$ cat config.mk
export PLATFORM = sky130hd
export DESIGN_NAME = sync_word_bit_deframer_top
export DESIGN_NICKNAME = d
export VERILOG_FILES = /design/src/rtl/swbd_pkg.sv /design/src/rtl/swbd_csr.sv /design/src/rtl/swbd_core.sv /design/src/rtl/sync_word_bit_deframer_top.sv
export SDC_FILE = /design/constraint.sdc
export NUM_CORES = 1
export LEC_CHECK = 0
export CAP_MARGIN = 20
export CORE_MARGIN = 2
export CORE_UTILIZATION = 50
export DETAILED_ROUTE_END_ITERATION = 16
export DONT_BUFFER_PORTS = 1
export PLACE_DENSITY = 0.69
export SYNTH_ARGS = -nofsm -noshare
export SYNTH_HDL_FRONTEND = slang
export SYNTH_SLANG_ARGS = --single-unit
export TNS_END_PERCENT = 30
$ cat constraint.sdc
create_clock -name clock -period 7.1 [get_ports clock]
set_input_delay 0.355 -clock clock [delete_from_list [all_inputs] [get_ports clock]]
set_output_delay 0.355 -clock clock [all_outputs]
set_load 0.01 [all_outputs]
$ cat src/rtl/swbd_pkg.sv
// Shared types and constants for the sync word bit deframer.
package swbd_pkg;

   localparam int CSR_INDEX_W = 3;
   localparam int CSR_DATA_W  = 32;

   localparam logic [CSR_INDEX_W-1:0] CSR_FRAME_LENGTH     = 3'd0;
   localparam logic [CSR_INDEX_W-1:0] CSR_SYNC_LENGTH      = 3'd1;
   localparam logic [CSR_INDEX_W-1:0] CSR_SYNC_PATTERN     = 3'd2;
   localparam logic [CSR_INDEX_W-1:0] CSR_FLYWHEEL_LIMIT   = 3'd3;
   localparam logic [CSR_INDEX_W-1:0] CSR_ALLOW_SEQUENTIAL = 3'd4;

   localparam logic [15:0] RST_FRAME_LENGTH     = 16'd10232;
   localparam logic [5:0]  RST_SYNC_LENGTH      = 6'd32;
   localparam logic [31:0] RST_SYNC_PATTERN     = 32'h1ACF_FC1D;
   localparam logic [2:0]  RST_FLYWHEEL_LIMIT   = 3'd5;
   localparam logic        RST_ALLOW_SEQUENTIAL = 1'b1;

   typedef struct packed {
      logic [15:0] frame_length;
      logic [5:0]  sync_length;
      logic [31:0] sync_pattern;
      logic [2:0]  flywheel_limit;
      logic        allow_sequential;
   } cfg_type;

   typedef struct packed {
      logic       valid;
      logic [7:0] data_byte;
      logic       last_of_frame;
   } result_type;

endpackage

$ cat src/rtl/swbd_csr.sv
// Configuration register file for the sync word bit deframer.
module swbd_csr (
   input  logic                              clock,
   input  logic                              reset,
   input  logic                              csr_wr_en,
   input  logic [swbd_pkg::CSR_INDEX_W-1:0]  csr_index,
   input  logic [swbd_pkg::CSR_DATA_W-1:0]   csr_wdata,
   output swbd_pkg::cfg_type                 cfg
);

   swbd_pkg::cfg_type cfg_ff;
   swbd_pkg::cfg_type cfg_in;

   always_comb begin
      cfg_in = cfg_ff;
      if (csr_wr_en) begin
         case (csr_index)
            swbd_pkg::CSR_FRAME_LENGTH:     cfg_in.frame_length     = csr_wdata[15:0];
            swbd_pkg::CSR_SYNC_LENGTH:      cfg_in.sync_length      = csr_wdata[5:0];
            swbd_pkg::CSR_SYNC_PATTERN:     cfg_in.sync_pattern     = csr_wdata[31:0];
            swbd_pkg::CSR_FLYWHEEL_LIMIT:   cfg_in.flywheel_limit   = csr_wdata[2:0];
            swbd_pkg::CSR_ALLOW_SEQUENTIAL: cfg_in.allow_sequential = csr_wdata[0];
            default: ;
         endcase
      end
   end

   always_ff @(posedge clock) begin
      if (reset) begin
         cfg_ff.frame_length     <= swbd_pkg::RST_FRAME_LENGTH;
         cfg_ff.sync_length      <= swbd_pkg::RST_SYNC_LENGTH;
         cfg_ff.sync_pattern     <= swbd_pkg::RST_SYNC_PATTERN;
         cfg_ff.flywheel_limit   <= swbd_pkg::RST_FLYWHEEL_LIMIT;
         cfg_ff.allow_sequential <= swbd_pkg::RST_ALLOW_SEQUENTIAL;
      end else begin
         cfg_ff <= cfg_in;
      end
   end

   assign cfg = cfg_ff;

endmodule

$ cat src/rtl/swbd_core.sv
// Deframer state: bit window, sync compare, flywheel and byte packing.
module swbd_core #(
   parameter int MAX_SYNC_BITS = 32
) (
   input  logic                 clock,
   input  logic                 reset,
   input  logic                 enable,
   input  logic                 bit_in,
   input  swbd_pkg::cfg_type    cfg,
   output swbd_pkg::result_type result
);

   localparam int LW = $clog2(MAX_SYNC_BITS);
   localparam int PW = (MAX_SYNC_BITS > 32) ? MAX_SYNC_BITS : 32;

   logic [MAX_SYNC_BITS-1:0] window_ff, window_in;
   logic                     in_frame_ff, in_frame_in;
   logic [15:0]              count_ff, count_in;
   logic [7:0]               acc_ff, acc_in;
   logic [2:0]               blind_ff, blind_in;
   logic                     expect_ff, expect_in;

   logic [6:0]               len_ext;
   logic [6:0]               lenm1_wide;
   logic [LW-1:0]            lenm1;
   logic [MAX_SYNC_BITS-1:0] mask;
   logic [PW-1:0]            pat_wide;
   logic [MAX_SYNC_BITS-1:0] pat_ext;
   logic                     match;
   logic                     judged;
   logic                     start;
   logic                     take_bit;
   logic [15:0]              cnt_base;
   logic [15:0]              cnt_new;
   logic [7:0]               acc_base;
   logic [7:0]               acc_new;
   logic [2:0]               bit_pos;

   always_comb begin
      len_ext = 7'(cfg.sync_length);
      if (len_ext == 7'd0) begin
         lenm1_wide = 7'd0;
      end else if (len_ext > 7'(MAX_SYNC_BITS)) begin
         lenm1_wide = 7'(MAX_SYNC_BITS - 1);
      end else begin
         lenm1_wide = len_ext - 7'd1;
      end
      lenm1 = LW'(lenm1_wide);
      for (int i = 0; i < MAX_SYNC_BITS; i++) begin
         mask[i] = (7'(i) <= lenm1_wide);
      end
   end

   assign window_in = {window_ff[MAX_SYNC_BITS-2:0], bit_in};
   assign pat_wide  = PW'(cfg.sync_pattern);
   assign pat_ext   = pat_wide[MAX_SYNC_BITS-1:0];
   assign match     = ((window_in ^ pat_ext) & mask) == '0;
   assign judged    = window_in[lenm1];

   always_comb begin
      blind_in  = blind_ff;
      expect_in = expect_ff;
      start     = 1'b0;
      if (!in_frame_ff) begin
         if (match) begin
            blind_in = 3'd0;
            start    = 1'b1;
         end else if (expect_ff) begin
            expect_in = 1'b0;
            if (blind_ff < cfg.flywheel_limit) begin
               blind_in = blind_ff + 3'd1;
               start    = 1'b1;
            end
         end
      end
      take_bit = in_frame_ff || start;
      cnt_base = in_frame_ff ? count_ff : 16'd0;
      acc_base = in_frame_ff ? acc_ff : 8'd0;
      bit_pos  = ~cnt_base[2:0];
      acc_new  = acc_base;
      acc_new[bit_pos] = acc_base[bit_pos] | judged;
      cnt_new  = cnt_base + 16'd1;

      in_frame_in          = in_frame_ff;
      count_in             = count_ff;
      acc_in               = acc_ff;
      result.valid         = 1'b0;
      result.data_byte     = acc_new;
      result.last_of_frame = 1'b0;
      if (take_bit) begin
         in_frame_in = 1'b1;
         count_in    = cnt_new;
         acc_in      = acc_new;
         if (cnt_new >= cfg.frame_length) begin
            result.valid         = 1'b1;
            result.last_of_frame = 1'b1;
            acc_in               = 8'd0;
            count_in             = 16'd0;
            in_frame_in          = 1'b0;
            if (cfg.allow_sequential) begin
               expect_in = 1'b1;
            end
         end else if (cnt_new[2:0] == 3'd0) begin
            result.valid = 1'b1;
            acc_in       = 8'd0;
         end
      end
   end

   always_ff @(posedge clock) begin
      if (reset) begin
         window_ff   <= '0;
         in_frame_ff <= 1'b0;
         count_ff    <= 16'd0;
         acc_ff      <= 8'd0;
         blind_ff    <= 3'd0;
         expect_ff   <= 1'b0;
      end else if (enable) begin
         window_ff   <= window_in;
         in_frame_ff <= in_frame_in;
         count_ff    <= count_in;
         acc_ff      <= acc_in;
         blind_ff    <= blind_in;
         expect_ff   <= expect_in;
      end
   end

endmodule

$ cat src/rtl/sync_word_bit_deframer_top.sv
// Top level of the sync word bit deframer: input register, core, result register.
//
//   channel  direction  handshake                 payload
//   req      in         req_valid / req_stall     req_bit_in
//   rsp      out        rsp_valid / rsp_stall     rsp_data_byte, rsp_last_of_frame
//   csr      in         csr_wr_en                 csr_index, csr_wdata
//
// One item per cycle unless stalled; bits pass input register, core, result register.
// The core state updates in one pass between the input and result registers.
// Synchronous reset clears all control state and restores register defaults.
// rsp_stall holds a valid result register and, once the input register is full,
// raises req_stall in the same cycle.
module sync_word_bit_deframer_top #(
   parameter int MAX_SYNC_BITS = 32
) (
   input  logic                              clock,
   input  logic                              reset,
   input  logic                              req_valid,
   output logic                              req_stall,
   input  logic                              req_bit_in,
   output logic                              rsp_valid,
   input  logic                              rsp_stall,
   output logic [7:0]                        rsp_data_byte,
   output logic                              rsp_last_of_frame,
   input  logic                              csr_wr_en,
   input  logic [swbd_pkg::CSR_INDEX_W-1:0]  csr_index,
   input  logic [swbd_pkg::CSR_DATA_W-1:0]   csr_wdata
);

   swbd_pkg::cfg_type    cfg;
   swbd_pkg::result_type result;

   logic       s1_valid_ff;
   logic       s1_bit_ff;
   logic       rsp_valid_ff;
   logic [7:0] rsp_data_ff;
   logic       rsp_last_ff;
   logic       out_free;
   logic       advance;

   assign out_free  = !rsp_valid_ff || !rsp_stall;
   assign advance   = s1_valid_ff && out_free;
   assign req_stall = s1_valid_ff && !out_free;

   swbd_csr u_csr (
      .clock     (clock),
      .reset     (reset),
      .csr_wr_en (csr_wr_en),
      .csr_index (csr_index),
      .csr_wdata (csr_wdata),
      .cfg       (cfg)
   );

   swbd_core #(
      .MAX_SYNC_BITS (MAX_SYNC_BITS)
   ) u_core (
      .clock  (clock),
      .reset  (reset),
      .enable (advance),
      .bit_in (s1_bit_ff),
      .cfg    (cfg),
      .result (result)
   );

   always_ff @(posedge clock) begin
      if (reset) begin
         s1_valid_ff <= 1'b0;
      end else if (!req_stall) begin
         s1_valid_ff <= req_valid;
      end
   end

   always_ff @(posedge clock) begin
      if (!req_stall) begin
         s1_bit_ff <= req_bit_in;
      end
   end

   always_ff @(posedge clock) begin
      if (reset) begin
         rsp_valid_ff <= 1'b0;
      end else if (out_free) begin
         rsp_valid_ff <= advance && result.valid;
      end
   end

   always_ff @(posedge clock) begin
      if (out_free) begin
         rsp_data_ff <= result.data_byte;
         rsp_last_ff <= result.last_of_frame;
      end
   end

   assign rsp_valid         = rsp_valid_ff;
   assign rsp_data_byte     = rsp_data_ff;
   assign rsp_last_of_frame = rsp_last_ff;

endmodule
==> run_results.csv <==
group,metric,value,unit
drt,drt_iter0_drc,632,
drt,ant_nets,0,
timing,worst_slack,2.23,ns
logic_synthesis,syn_inst,949,
global_route,antenna_found_initial,0,
final_layout,syn_to_final_growth,8.67,%
logic_synthesis,syn_area,7480,um2
timing,rsz0062_at_grt,"no",
final_layout,fin_cells,1108,
flow_run,drv_cap,0,
logic_synthesis,async_flop_share,0,%
global_route,grt_pass1_wl,35200,um
critical_path,worstReg2RegEnd,"u_core.acc_ff[3]$_SDFFE_PP0P_",
timing,timing.slew.headroom,30.1,%
final_layout,final_cell_mix,"nand2_1 (201), dfxtp_1 (120), a21oi_1 (75)",
critical_path,critPathMaxStageDelay,0.84,ns
critical_path,cp_cell_sequence,"and2_1 > nand3_1 > nor3_1 > nand3_1 > xor2_1 > nor2_1 > ha_1 > a21o_1 > a21o_1 > a21oi_1 > o21ai_0 > a21o_1 > a21oi_1 > and2_1 > nand4_1 > o21ai_0",
power,powerDensity,220,nW/um2
critical_path,r2r_slack,2.23,ns
critical_path,worstSetupEndpointType,"flop",
clocking,clock-root-buffer,"clkbuf_16",
global_route,overflow,0,
clocking,numCtsBuffers,17,
clocking,cts_sinks,130,
placed_design,port-buffer-count,0,
logic_synthesis,yosysTopAreaCell,"dfxtp_1",
final_layout,nNetsFinal,976,
timing,fin_crit_sh,68.5,%
critical_path,cp.required,7.44,ns
min_path,min_path_cells,1,
placed_design,dpl.cell_count,1074,
timing,worst_pin_slew,1.04,ns
timing,finalSetupTns,0,ns
placed_design,routabilityCongestion,1.02,
power,power,1.79,mW
power,leakage,3.00,nW
power,ir_drop,0.000186,V
logic_synthesis,synth_ff_type,"dfxtp_1",
global_route,grt_pass1_vias,6497,
floorplan,io_pins,52,
clocking,postCtsSetupBuffers,0,
critical_path,cp-start-kind,"flop",
run_status,status,"finished clean",
logic_synthesis,synth_edf_count,10,
critical_path,crit_top_cell,"a21o_1",
clocking,clockBufferDepth,2,
final_layout,antenna_cells,0,
critical_path,cp_top_family,"simple AND/OR/NAND/NOR gates",
placed_design,hpwlAfterDp,15100,um
placed_design,placed_area,7470,um2
floorplan,start_util,51.3,%
placed_design,dp_slack,2.42,ns
floorplan,die_h,126,um
final_layout,final_common_cell,"nand2_1",
critical_path,crit_type,"flop to flop",
critical_path,reg2regPathDepth,16,
global_route,grt_util_all_layers,27.8,%
drt,drc,0,
logic_synthesis,ys_ff_latch,130,
critical_path,critical_path_arrival,5.20,ns
timing,layout_min_cycle_time,4.87,ns
min_path,hp-start,"reset",
drt,wl_per_cell,19.6,um
timing,clock-skew-final,0.00596,ns
global_route,grt_max_degree,62,
clocking,clkLatencyLatePin,0.42,ns
drt,route.vias.total,6892,
logic_synthesis,synth.net_count,1013,
min_path,hold_class,"input port to flop",
clocking,clkSlewWorstSetupHoldPaths,0.06,ns
floorplan,die_x,126,um
critical_path,worst-path-buf-inv,0,
timing,fmax,0.206,GHz
logic_synthesis,synth_warnings,0,
clocking,cts_max_level,4,
final_layout,n_fill_cell,1357,
logic_synthesis,synth.top_cell.area_share,32.1,%
clocking,cts_tree,"yes",
drt,viasPerCell,6.22,
floorplan,core,14600,um2
timing,hold_violations,0,
final_layout,stdcell_area,8130,um2
drt,wirelength,21700,um
critical_path,cp_max_fo,25,
timing,setup_viol,0,
logic_synthesis,synth.distinct_cells,83,
drt,dr.pass1.iters,5,
final_layout,layout-drive-gt1-share,7.79,%
critical_path,worstReg2RegStart,"u_core.in_frame_ff$_SDFFE_PP0P_",
logic_synthesis,synth.area.top_cells,"dfxtp_1 (32%), nand2_1 (10%), a21oi_1 (5.0%)",
critical_path,critPathSlowestCell,"dfxtp_1",
logic_synthesis,yosysSeqAreaShare,36.1,%
floorplan,rows,44,
min_path,holdPathEnd,"u_csr.cfg[9]$_SDFFE_PP0P_",
logic_synthesis,synth_area_per_cell,7.88,um2
floorplan,die-area,15900,um2
timing,slew_violations,0,
where the power goes:
| group | internal, mW | leakage, nW | switching, mW |
|---|---|---|---|
| Clock | 0.543 | 0.288 | 0.349 |
| Sequential | 0.749 | 1.09 | 0.0113 |
| Combinational | 0.0443 | 1.62 | 0.0927 |
| Total | 1.34 | 3.00 | 0.453 |
sequential cells by signal, indices dropped and copies added, names as in the netlist, 3 cells and up:
signal and cells:
u_core.count_ff 16, u_core.window_ff 31, u_core.acc_ff 8, rsp_data_byte 8, u_core.blind_ff 3, u_csr.cfg 58
stage by stage:
| stage | utilization (%) | hold slack, ns |
|---|---|---|
| 2_1_floorplan | - | 0.436 |
| 3_3_place_gp | 51.2 | 0.429 |
| 3_5_place_dp | 51.2 | 0.431 |
| 4_1_cts | 55.6 | 0.000174 |
| 5_1_grt | 55.7 | 0.00360 |
| 6_report | 55.7 | 0.0253 |
worst register-to-register path, cell delays in order (launching register included):
cell	delay (ns)
dfxtp_1	0.84
and2_1	0.31
nand3_1	0.24
nor3_1	0.60
nand3_1	0.17
xor2_1	0.22
nor2_1	0.07
ha_1	0.32
a21o_1	0.17
a21o_1	0.18
a21oi_1	0.13
o21ai_0	0.10
a21o_1	0.47
a21oi_1	0.44
and2_1	0.30
nand4_1	0.12
o21ai_0	0.12
synth_stat cells, types with 18 or more instances:
cell type	number
nand2_1	202
dfxtp_1	120
a21oi_1	75
nor2_1	52
clkbuf_1	51
nand3_1	48
inv_1	31
xor2_1	27
ha_1	23
o21ai_0	23
nor3_1	20
xnor2_1	20
o211ai_1	18
layout make-up:
| cell class | instances | area (um2) | share of cell area (%) |
|---|---|---|---|
| multi-input combinational | 723 | 4380 | 53.9 |
| sequential | 130 | 2700 | 33.3 |
| clock buffer | 19 | 454 | 5.59 |
| tap | 184 | 230 | 2.83 |
| clock inverter | 12 | 148 | 1.82 |
| inverter | 32 | 120 | 1.48 |
| timing repair buffer | 8 | 87.6 | 1.08 |
layer usage:
metal / global-route usage, % / vias to the layer above / wire length (um)
li1: - / 3297 / -
met1: 38.7 / 3236 / 9630
met2: 43.0 / 301 / 9820
met3: 5.14 / 58 / 1590
met4: 10.5 / 0 / 670
met5: 0 / - / 0
worst max path at each step:
stage	startpoint	to	cells after the start
floorplan	u_core.in_frame_ff$_SDFFE_PP0P_	u_core.count_ff[2]$_SDFFE_PP0P_	18
global placement	u_core.in_frame_ff$_SDFFE_PP0P_	u_core.acc_ff[6]$_SDFFE_PP0P_	16
detailed placement	u_core.in_frame_ff$_SDFFE_PP0P_	u_core.acc_ff[3]$_SDFFE_PP0P_	16
CTS	u_core.in_frame_ff$_SDFFE_PP0P_	u_core.acc_ff[6]$_SDFFE_PP0P_	16
global route	u_core.in_frame_ff$_SDFFE_PP0P_	u_core.acc_ff[1]$_SDFFE_PP0P_	16
finish	u_core.in_frame_ff$_SDFFE_PP0P_	u_core.acc_ff[3]$_SDFFE_PP0P_	16
logic make-up (layout without fill, tap and decap cells):
logic type | after synthesis | after routing | synth area share (%)
AOI/OAI and AO/OA | 225 | 225 | 21.0
xor gates and xnor gates | 47 | 47 | 5.51
adders and majority gates | 23 | 23 | 3.85
buffers and inverters | 96 | 71 | 5.32
DFF | 130 | 130 | 36.1
muxes | 11 | 11 | 1.86
and+or+nand+nor | 417 | 417 | 26.3
what timing repair did:
item | 4_1_cts | 5_1_grt
hold endpoints to repair | 38 | 0
resized for setup | 0 | 0
hold buffers | 2 | 0
Power figures use the tool's default switching activity.
